--- config.mk ---
export PLATFORM = sky130hd
export DESIGN_NAME = mhpq_seq
export DESIGN_NICKNAME = d
export VERILOG_FILES = /design/src/hdl/mhpq_pkg.sv /design/src/hdl/mhpq_seq.sv
export SDC_FILE = /design/constraint.sdc
export NUM_CORES = 1
export LEC_CHECK = 0
export ABC_CLOCK_PERIOD_IN_PS = 3500
export BUFFER_PORTS_ARGS = -buffer_cell sky130_fd_sc_hd__buf_4
export CORE_MARGIN = 2
export CORE_UTILIZATION = 40
export CTS_CLUSTER_DIAMETER = 40
export CTS_CLUSTER_SIZE = 28
export DETAILED_ROUTE_END_ITERATION = 16
export GPL_ROUTABILITY_DRIVEN = 0
export PLACE_DENSITY = 0.79
export SLEW_MARGIN = 0
export SYNTH_ARGS = -nofsm -noshare
export SYNTH_HDL_FRONTEND = slang
export SYNTH_SLANG_ARGS = --single-unit
--- constraint.sdc ---
create_clock -name clk -period 3.5 [get_ports clk]
set_clock_uncertainty 0.1 [all_clocks]
set_input_delay 0.175 -clock clk [delete_from_list [all_inputs] [get_ports clk]]
set_output_delay 0.175 -clock clk [all_outputs]
set_load 0.01 [all_outputs]
--- src/hdl/mhpq_pkg.sv ---
package mhpq_pkg;

    localparam int CAPACITY  = 256;
    localparam int KEY_W     = 32;
    localparam int IDX_W     = $clog2(CAPACITY);
    localparam int CNT_W     = $clog2(CAPACITY + 1);
    localparam int CHILD_W   = IDX_W + 2;
    localparam int CNT_OUT_W = 9;
    localparam int STEP_W    = 5;

    typedef logic [STEP_W-1:0] step_t;

    typedef enum logic [1:0] {
        ST_INSERTED = 2'd0,
        ST_POPPED   = 2'd1,
        ST_EMPTY    = 2'd2,
        ST_FULL     = 2'd3
    } status_t;

    typedef enum logic [3:0] {
        J_NEXT,
        J_ALWAYS,
        J_NO_START,
        J_KIND_POP,
        J_FULL,
        J_EMPTY,
        J_POS_ZERO,
        J_KEY_LT_RD,
        J_LC_OUT,
        J_RC_OUT,
        J_CAND_LT_KEY,
        J_OUT_FREE
    } jcond_t;

    typedef enum logic [1:0] {
        G_ALWAYS,
        G_TAKEN,
        G_NOT_TAKEN
    } gate_t;

    typedef enum logic [2:0] {
        RD_NONE,
        RD_PARENT,
        RD_ROOT,
        RD_LAST,
        RD_LC,
        RD_RC
    } rsel_t;

    typedef enum logic [1:0] {
        WR_NONE,
        WR_RDATA,
        WR_KEY,
        WR_CAND
    } wsel_t;

    typedef enum logic [2:0] {
        P_HOLD,
        P_CNT,
        P_PARENT,
        P_ZERO,
        P_CIDX
    } pos_op_t;

    typedef enum logic [1:0] {
        C_HOLD,
        C_INC,
        C_DEC
    } cnt_op_t;

    typedef enum logic [1:0] {
        K_HOLD,
        K_INPUT,
        K_RDATA
    } key_op_t;

    typedef enum logic [1:0] {
        CD_HOLD,
        CD_LEFT,
        CD_RIGHT_MIN
    } cand_op_t;

    typedef enum logic [1:0] {
        M_HOLD,
        M_CLEAR,
        M_RDATA
    } min_op_t;

    typedef struct packed {
        jcond_t   jcond;
        gate_t    gate;
        step_t    jaddr;
        rsel_t    rsel;
        wsel_t    wsel;
        pos_op_t  pos_op;
        cnt_op_t  cnt_op;
        key_op_t  key_op;
        cand_op_t cand_op;
        min_op_t  min_op;
        logic     stat_we;
        status_t  stat;
        logic     out_load;
    } cw_t;

    typedef struct packed {
        cw_t  cw;
        logic en;
    } ctl_t;

    typedef struct packed {
        logic kind_pop;
        logic full;
        logic empty;
        logic pos_zero;
        logic key_lt_rd;
        logic lc_out;
        logic rc_out;
        logic cand_lt_key;
        logic out_free;
    } flags_t;

    localparam step_t STEP_IDLE      = 5'd0;
    localparam step_t STEP_DISPATCH  = 5'd1;
    localparam step_t STEP_INS_CHECK = 5'd2;
    localparam step_t STEP_INS_UP    = 5'd3;
    localparam step_t STEP_INS_CMP   = 5'd4;
    localparam step_t STEP_INS_WR    = 5'd5;
    localparam step_t STEP_POP_CHECK = 5'd6;
    localparam step_t STEP_POP_TAKE  = 5'd7;
    localparam step_t STEP_POP_LAST  = 5'd8;
    localparam step_t STEP_POP_LOAD  = 5'd9;
    localparam step_t STEP_DN_LEFT   = 5'd10;
    localparam step_t STEP_DN_RIGHT  = 5'd11;
    localparam step_t STEP_DN_MIN    = 5'd12;
    localparam step_t STEP_DN_CMP    = 5'd13;
    localparam step_t STEP_DN_WR     = 5'd14;
    localparam step_t STEP_FULL      = 5'd15;
    localparam step_t STEP_EMPTY     = 5'd16;
    localparam step_t STEP_OUT       = 5'd17;
    localparam step_t STEP_OUT_WAIT  = 5'd18;

    // microprogram: one control word per step
    function automatic cw_t ucode(input step_t step);
        cw_t cw;
        begin
            cw = '0;
            unique case (step)
                STEP_IDLE:
                begin
                    cw.jcond  = J_NO_START;
                    cw.jaddr  = STEP_IDLE;
                    cw.gate   = G_NOT_TAKEN;
                    cw.key_op = K_INPUT;
                    cw.min_op = M_CLEAR;
                end
                STEP_DISPATCH:
                begin
                    cw.jcond = J_KIND_POP;
                    cw.jaddr = STEP_POP_CHECK;
                end
                STEP_INS_CHECK:
                begin
                    cw.jcond  = J_FULL;
                    cw.jaddr  = STEP_FULL;
                    cw.gate   = G_NOT_TAKEN;
                    cw.pos_op = P_CNT;
                end
                STEP_INS_UP:
                begin
                    cw.jcond = J_POS_ZERO;
                    cw.jaddr = STEP_INS_WR;
                    cw.gate  = G_NOT_TAKEN;
                    cw.rsel  = RD_PARENT;
                end
                STEP_INS_CMP:
                begin
                    // larger parent moves down into the hole
                    cw.jcond  = J_KEY_LT_RD;
                    cw.jaddr  = STEP_INS_UP;
                    cw.gate   = G_TAKEN;
                    cw.wsel   = WR_RDATA;
                    cw.pos_op = P_PARENT;
                end
                STEP_INS_WR:
                begin
                    cw.jcond   = J_ALWAYS;
                    cw.jaddr   = STEP_OUT;
                    cw.wsel    = WR_KEY;
                    cw.cnt_op  = C_INC;
                    cw.stat_we = 1'b1;
                    cw.stat    = ST_INSERTED;
                end
                STEP_POP_CHECK:
                begin
                    cw.jcond = J_EMPTY;
                    cw.jaddr = STEP_EMPTY;
                    cw.gate  = G_NOT_TAKEN;
                    cw.rsel  = RD_ROOT;
                end
                STEP_POP_TAKE:
                begin
                    cw.min_op = M_RDATA;
                    cw.cnt_op = C_DEC;
                end
                STEP_POP_LAST:
                begin
                    cw.rsel = RD_LAST;
                end
                STEP_POP_LOAD:
                begin
                    cw.key_op = K_RDATA;
                    cw.pos_op = P_ZERO;
                end
                STEP_DN_LEFT:
                begin
                    cw.jcond = J_LC_OUT;
                    cw.jaddr = STEP_DN_WR;
                    cw.gate  = G_NOT_TAKEN;
                    cw.rsel  = RD_LC;
                end
                STEP_DN_RIGHT:
                begin
                    // right child read may be out of range, then its data is unused
                    cw.jcond   = J_RC_OUT;
                    cw.jaddr   = STEP_DN_CMP;
                    cw.cand_op = CD_LEFT;
                    cw.rsel    = RD_RC;
                end
                STEP_DN_MIN:
                begin
                    cw.cand_op = CD_RIGHT_MIN;
                end
                STEP_DN_CMP:
                begin
                    cw.jcond  = J_CAND_LT_KEY;
                    cw.jaddr  = STEP_DN_LEFT;
                    cw.gate   = G_TAKEN;
                    cw.wsel   = WR_CAND;
                    cw.pos_op = P_CIDX;
                end
                STEP_DN_WR:
                begin
                    cw.jcond   = J_ALWAYS;
                    cw.jaddr   = STEP_OUT;
                    cw.wsel    = WR_KEY;
                    cw.stat_we = 1'b1;
                    cw.stat    = ST_POPPED;
                end
                STEP_FULL:
                begin
                    cw.jcond   = J_ALWAYS;
                    cw.jaddr   = STEP_OUT;
                    cw.stat_we = 1'b1;
                    cw.stat    = ST_FULL;
                end
                STEP_EMPTY:
                begin
                    cw.jcond   = J_ALWAYS;
                    cw.jaddr   = STEP_OUT;
                    cw.stat_we = 1'b1;
                    cw.stat    = ST_EMPTY;
                end
                STEP_OUT:
                begin
                    cw.jcond    = J_OUT_FREE;
                    cw.jaddr    = STEP_IDLE;
                    cw.gate     = G_TAKEN;
                    cw.out_load = 1'b1;
                end
                STEP_OUT_WAIT:
                begin
                    cw.jcond = J_ALWAYS;
                    cw.jaddr = STEP_OUT;
                end
                default:
                begin
                    cw.jcond = J_ALWAYS;
                    cw.jaddr = STEP_IDLE;
                end
            endcase
            return cw;
        end
    endfunction

endpackage

--- src/hdl/mhpq_seq.sv ---
module mhpq_seq
    import mhpq_pkg::*;
(
    input  logic   clk,
    input  logic   rst_n,
    input  logic   start,
    input  flags_t flags,
    output ctl_t   ctl,
    output logic   idle
);

    step_t step_reg;
    step_t step_next;
    cw_t   cw;
    logic  taken;

    assign cw = ucode(step_reg);

    always_comb
    begin
        unique case (cw.jcond)
            J_NEXT:        taken = 1'b0;
            J_ALWAYS:      taken = 1'b1;
            J_NO_START:    taken = !start;
            J_KIND_POP:    taken = flags.kind_pop;
            J_FULL:        taken = flags.full;
            J_EMPTY:       taken = flags.empty;
            J_POS_ZERO:    taken = flags.pos_zero;
            J_KEY_LT_RD:   taken = flags.key_lt_rd;
            J_LC_OUT:      taken = flags.lc_out;
            J_RC_OUT:      taken = flags.rc_out;
            J_CAND_LT_KEY: taken = flags.cand_lt_key;
            J_OUT_FREE:    taken = flags.out_free;
            default:       taken = 1'b0;
        endcase
    end

    always_comb
    begin
        step_next = taken ? cw.jaddr : step_t'(step_reg + 1'b1);
        ctl.cw    = cw;
        unique case (cw.gate)
            G_ALWAYS:    ctl.en = 1'b1;
            G_TAKEN:     ctl.en = taken;
            G_NOT_TAKEN: ctl.en = !taken;
            default:     ctl.en = 1'b0;
        endcase
    end

    always_ff @(posedge clk or negedge rst_n)
    begin
        if (!rst_n)
        begin
            step_reg <= STEP_IDLE;
        end
        else
        begin
            step_reg <= step_next;
        end
    end

    assign idle = (step_reg == STEP_IDLE);

endmodule

==> results.cfg, run 1 <==
[timing]
hold_violations = 0
slew_viol_final = 0
setup_viol = 0
setup_tns_ns = 0
min_period_ns = 3.18
max_slew.worst_pin.slew_ns = 0.444
relSlewSlack_pct = 70.4
rsz0062_at_grt = false
finalCritPeriodShare_pct = 90.7
fmax_mhz = 315

[yosys]
yosysTopAreaCell = dfrtp_1
synth_top_area_share_pct = 13.2
syn-num-nets = 153
synthTopCellsByArea = dfrtp_1, nor2_1, a21oi_1
synth-seq-cells = 5
synth-edff-count = 0
synthTopCellsByCount = nor2_1, a21oi_1, nand2_1, clkbuf_1, inv_1
yosysSeqAreaShare_pct = 13.2
synth-async-reset-ratio_pct = 100
synth_cell_type_count = 42
syn_inst = 136
yosys_most_used_dff = dfrtp_1
post-synth-top-count-cell = nor2_1
ys_warn_count = 0
syn_avg_cell_area_um2 = 6.96
syn_area_um2 = 947

[place]
dp_hpwl_mm = 2.11
port-buffer-count = 44

[layout]
antenna_cells = 0
syn_to_final_growth_pct = 35.9
final_layout_size_suffix_gt1_share_pct = 36.4
final_core_utilization_pct = 57.6
finalNetCount = 191
largest_reg_flops = 5

[status]
run_status = completed

[grt]
grt_pass1_wl_mm = 4.34
groute.usage.overall_pct = 20.3
grt_pass1_vias = 923
overflow = 0
antenna_found_initial = 0
grt_max_degree = 18

[clock_network]
tritoncts = yes
root_buffer = clkbuf_4
clk_latency_ns = 0.24
clkTransAtPathRegs_ns = 0.04
htreeDepth = 1
cts.sinks = 5
cts_buffers = 3
cts_buffer_depth = 2

[hold_path]
hp-class = in -> async

[die]
die_w_um = 52.7
die_y_um = 52.7
fp-row-count = 17
start_util_pct = 42.4
die_area_um2 = 2770
core_area_um2 = 2230
io_pins = 45

[critical_path]
crit_fanout = 9
end_kind = primary output
critPathLaunchType = flop
worstPathArrival_ns = 2.90
worstPathRequired_ns = 3.22
critPathKind = reg -> out

[drt]
route.detailed.drc = 0
dr.pass1.iters = 4
num_vias = 1090
drtIter0Drc = 41
ant_nets = 0
wirelength_mm = 2.80
detail_route.wl_per_cell_um = 13.9
viasPerCell = 5.42

[power]
power_density_nw_per_um2 = 1190
power.total_mw = 1.53
p_leak_nw = 0.658
ir_drop_uv = 755

[job]
drv_cap = 0
## per-stage QoR
stage / hold slack (ns) / setup WS (ns) / std cells / cell area (um^2)
5_1_grt: 0.204 / 0.102 / 201 / 1290
3_5_place_dp: -0.122 / 0.408 / 196 / 1250
2_1_floorplan: -0.221 / 0.777 / 136 / 947
4_1_cts: 0.164 / 0.131 / 201 / 1280
6_report: 0.231 / 0.324 / 201 / 1290
3_3_place_gp: -0.123 / 0.497 / 196 / 1250
## power by group
| part | internal [mW] | switching (mW) |
|---|---|---|
| Clock | 0.0430 | 0.0220 |
| Sequential | 0.0886 | 0.0601 |
| Combinational | 0.637 | 0.681 |
## logic make-up (layout without fill, tap and decap cells)
logic type               after synthesis  in the layout  synth area share (%)
AND/OR/NAND/NOR                       57             57                  28.8
AO/OA/AOI/OAI                         34             34                  23.4
adder cells (fa/ha/maj)                5              5                  6.61
flip-flops                             5              5                  13.2
multiplexers                          11             11                  14.4
buffers and inverters                 22             59                  11.8
XOR/XNOR                               2              2                  1.85
## area by class of cell
cell class / count / area (um^2)
fill: 218 / 946
clock buffer: 4 / 26.3
tap: 28 / 35.0
inverter: 8 / 30.0
multi-input combinational: 109 / 714
timing repair buffer: 47 / 355
sequential: 5 / 126
## cells in the final DEF, fill, tap and decap left out, types with 2 or more instances in the layout
master,Yosys,final
a21oi_1,13,13
buf_4,3,46
clkbuf_4,0,3
dfrtp_1,5,4
ha_1,5,4
inv_1,6,6
inv_2,2,2
mux2_1,2,2
mux2_2,3,3
mux2_4,4,4
mux2i_1,2,2
nand2_1,7,7
nand2b_1,5,5
nand3_1,5,5
nand3b_1,3,3
nor2_1,24,24
nor2b_1,3,3
nor3_1,4,4
o21ai_0,5,5
o21ai_1,3,3
o21bai_1,2,2
or3_1,2,2
## critical path, stage by stage (launching register included)
cell and delay [ns]:
dfrtp_1 0.40, inv_1 0.12, ha_1 0.37, nor3_1 0.09
o32a_1 0.33, a32oi_2 0.21, mux2_1 0.34, nor2_1 0.09
o2111a_2 0.36, mux2i_1 0.22, buf_4 0.14
## final timing paths
kind                                  startpoint                    end  slack [ns]  depth (start not counted)
min                                        rst_n  step_reg[2]$_DFF_PN0_        0.23                          2
max in group asynchronous                  rst_n  step_reg[3]$_DFF_PN0_        2.95                          2
max reg2reg                step_reg[0]$_DFF_PN0_  step_reg[1]$_DFF_PN0_        0.65                          9
min reg2reg                step_reg[0]$_DFF_PN0_  step_reg[0]$_DFF_PN0_        0.60                          2
max                        step_reg[0]$_DFF_PN0_                 ctl[0]        0.32                         10
min in group clk                        flags[7]  step_reg[4]$_DFF_PN0_        0.56                          5
## layer usage
metal / track usage [%] / routed length, um / vias up
li1: - / - / 539
met1: 28.0 / 1220 / 500
met3: 2.86 / 212 / 0
met5: 0 / 0 / -
met4: 3.42 / 0 / 0
met2: 33.5 / 1370 / 51
## repair_timing
item / in CTS / in global routing
resized for setup: 0 / 3
hold buffers: 1 / 0
setup endpoints to repair: 0 / 1
endpoints found under the hold margin: 5 / 0
setup buffers: 0 / 0
No activity file was read; power rests on OpenSTA's default activity.
==> inputs of run 2 (changes only) <==
PLACE_DENSITY = unset   (was 0.79)
PLACE_DENSITY_LB_ADDON = 0.08   (was unset)
==> results.cfg, run 2 (synthesis gave the netlist of run 1 again) <==
[critical_path]
critPathLaunchType = flop
worstPathArrival_ns = 2.99
path_cells = inv_1 > ha_1 > nor3_1 > o32a_1 > a32oi_2 > mux2_1 > nor2_1 > o2111a_1 > mux2i_1 > buf_4
worstReg2RegStart = step_reg[0]$_DFF_PN0_
cpPeakStageDelay_ns = 0.45
r2r_setup_slack_ns = 0.56
startpoint = step_reg[0]$_DFF_PN0_
crit_fanout = 9
cp_slowest_cell = o2111a_1
worstPathRequired_ns = 3.22
end_kind = primary output
critPathKind = reg -> out

[die]
io_pins = 45
die_area_um2 = 2770
die_y_um = 52.7
die_w_um = 52.7
core_area_um2 = 2230
start_util_pct = 42.4
fp-row-count = 17

[clock_network]
clk_latency_ns = 0.24
cts.sinks = 5
postCtsSetupBuffers = 0
htreeDepth = 1
cts_buffer_depth = 2
tritoncts = yes
cts_buffers = 3
clkTransAtPathRegs_ns = 0.04
root_buffer = clkbuf_4

[layout]
fillCellCount = 228
final_common_cell = buf_4
multi_input_area_um2 = 713
design_area_um2 = 1290
finalNetCount = 192
final_layout_size_suffix_gt1_share_pct = 35.6
syn_to_final_growth_pct = 36.5
regArea_um2 = 125
mostFrequentLayoutCells = buf_4, nor2_1, a21oi_1, nand2_1, inv_1
antenna_cells = 0
final_core_utilization_pct = 57.9
largest_reg_flops = 5
final_cells = 202

[drt]
ant_nets = 0
viasPerCell = 5.41
route.detailed.drc = 0
detail_route.wl_per_cell_um = 13.3
wirelength_mm = 2.68
num_vias = 1092
drtIter0Drc = 45
dr.pass1.iters = 4

[timing]
finalCritPeriodShare_pct = 93.3
slew_viol_final = 0
setup_tns_ns = 0
setup_viol = 0
fmax_mhz = 306
hold_violations = 0
final.setup.worst_slack_ns = 0.234
max_slew.worst_pin.slew_ns = 0.664
relSlewSlack_pct = 55.7
min_period_ns = 3.27
holdWs_ns = 0.179
rsz0062_at_grt = false

[hold_path]
hp-class = in -> async

[place]
port-buffer-count = 44
dp_hpwl_mm = 2.10
placed_cell_area_um2 = 1250
post-place-ws_ns = 0.407
dp_cells = 197

[grt]
grt_pass1_vias = 990
grt_max_degree = 23
overflow = 0
grt_pass1_wl_mm = 4.44
antenna_found_initial = 0
groute.usage.overall_pct = 21.0

[job]
drv_cap = 0

[status]
run_status = completed

[power]
ir_drop_uv = 780
power.total_mw = 1.52
p_leak_nw = 0.664
power_density_nw_per_um2 = 1170
## run 2: changes by cell type in the layout (fill, tap and decap cells not counted), sizes merged
cell / before / now
buf: 46 / 47
## run 2: final timing paths
check / end / cells after the start
max in group asynchronous: step_reg[4]$_DFF_PN0_ / 2
max: ctl[0] / 10
min: step_reg[0]$_DFF_PN0_ / 2
min in group clk: step_reg[4]$_DFF_PN0_ / 5
min reg2reg: step_reg[0]$_DFF_PN0_ / 2
max reg2reg: step_reg[0]$_DFF_PN0_ / 9
## run 2: what timing repair did
action                                  in CTS  in global routing
hold buffers                                 1                  0
hold endpoints to repair                     5                  0
endpoints found under the setup margin       0                  1
gates resized for setup                      0                  1
## run 2: where the power goes
part           leakage [nW]  switching (mW)  internal (mW)  total (mW)
registers            0.0633          0.0601         0.0878       0.148
logic                 0.586           0.664          0.638        1.30
clock network        0.0150          0.0229         0.0430      0.0659
total                 0.664           0.747          0.769        1.52
## run 2: area by class of cell
class | instances | area share [%]
Tap cell | 28 | 2.71
Timing Repair Buffer | 48 | 28.1
Inverter | 8 | 2.32
Sequential cell | 5 | 9.68
Multi-Input combinational cell | 109 | 55.2
Clock buffer | 4 | 2.03
## run 2: critical path: cells and delay by family (launching register included)
family	cells	cell delay, ns
muxes	2	0.58
AOI/OAI and AO/OA	3	0.99
and+or+nand+nor	2	0.16
buffers and inverters	2	0.26
DFF	1	0.40
adders and majority gates	1	0.37
## run 2: layer usage
metal  global-route usage, %  share of wire (%)
met1                    30.7                 46
met2                    31.9                 47
met3                    3.71                7.0
met4                    4.27                  0
met5                       0                  0
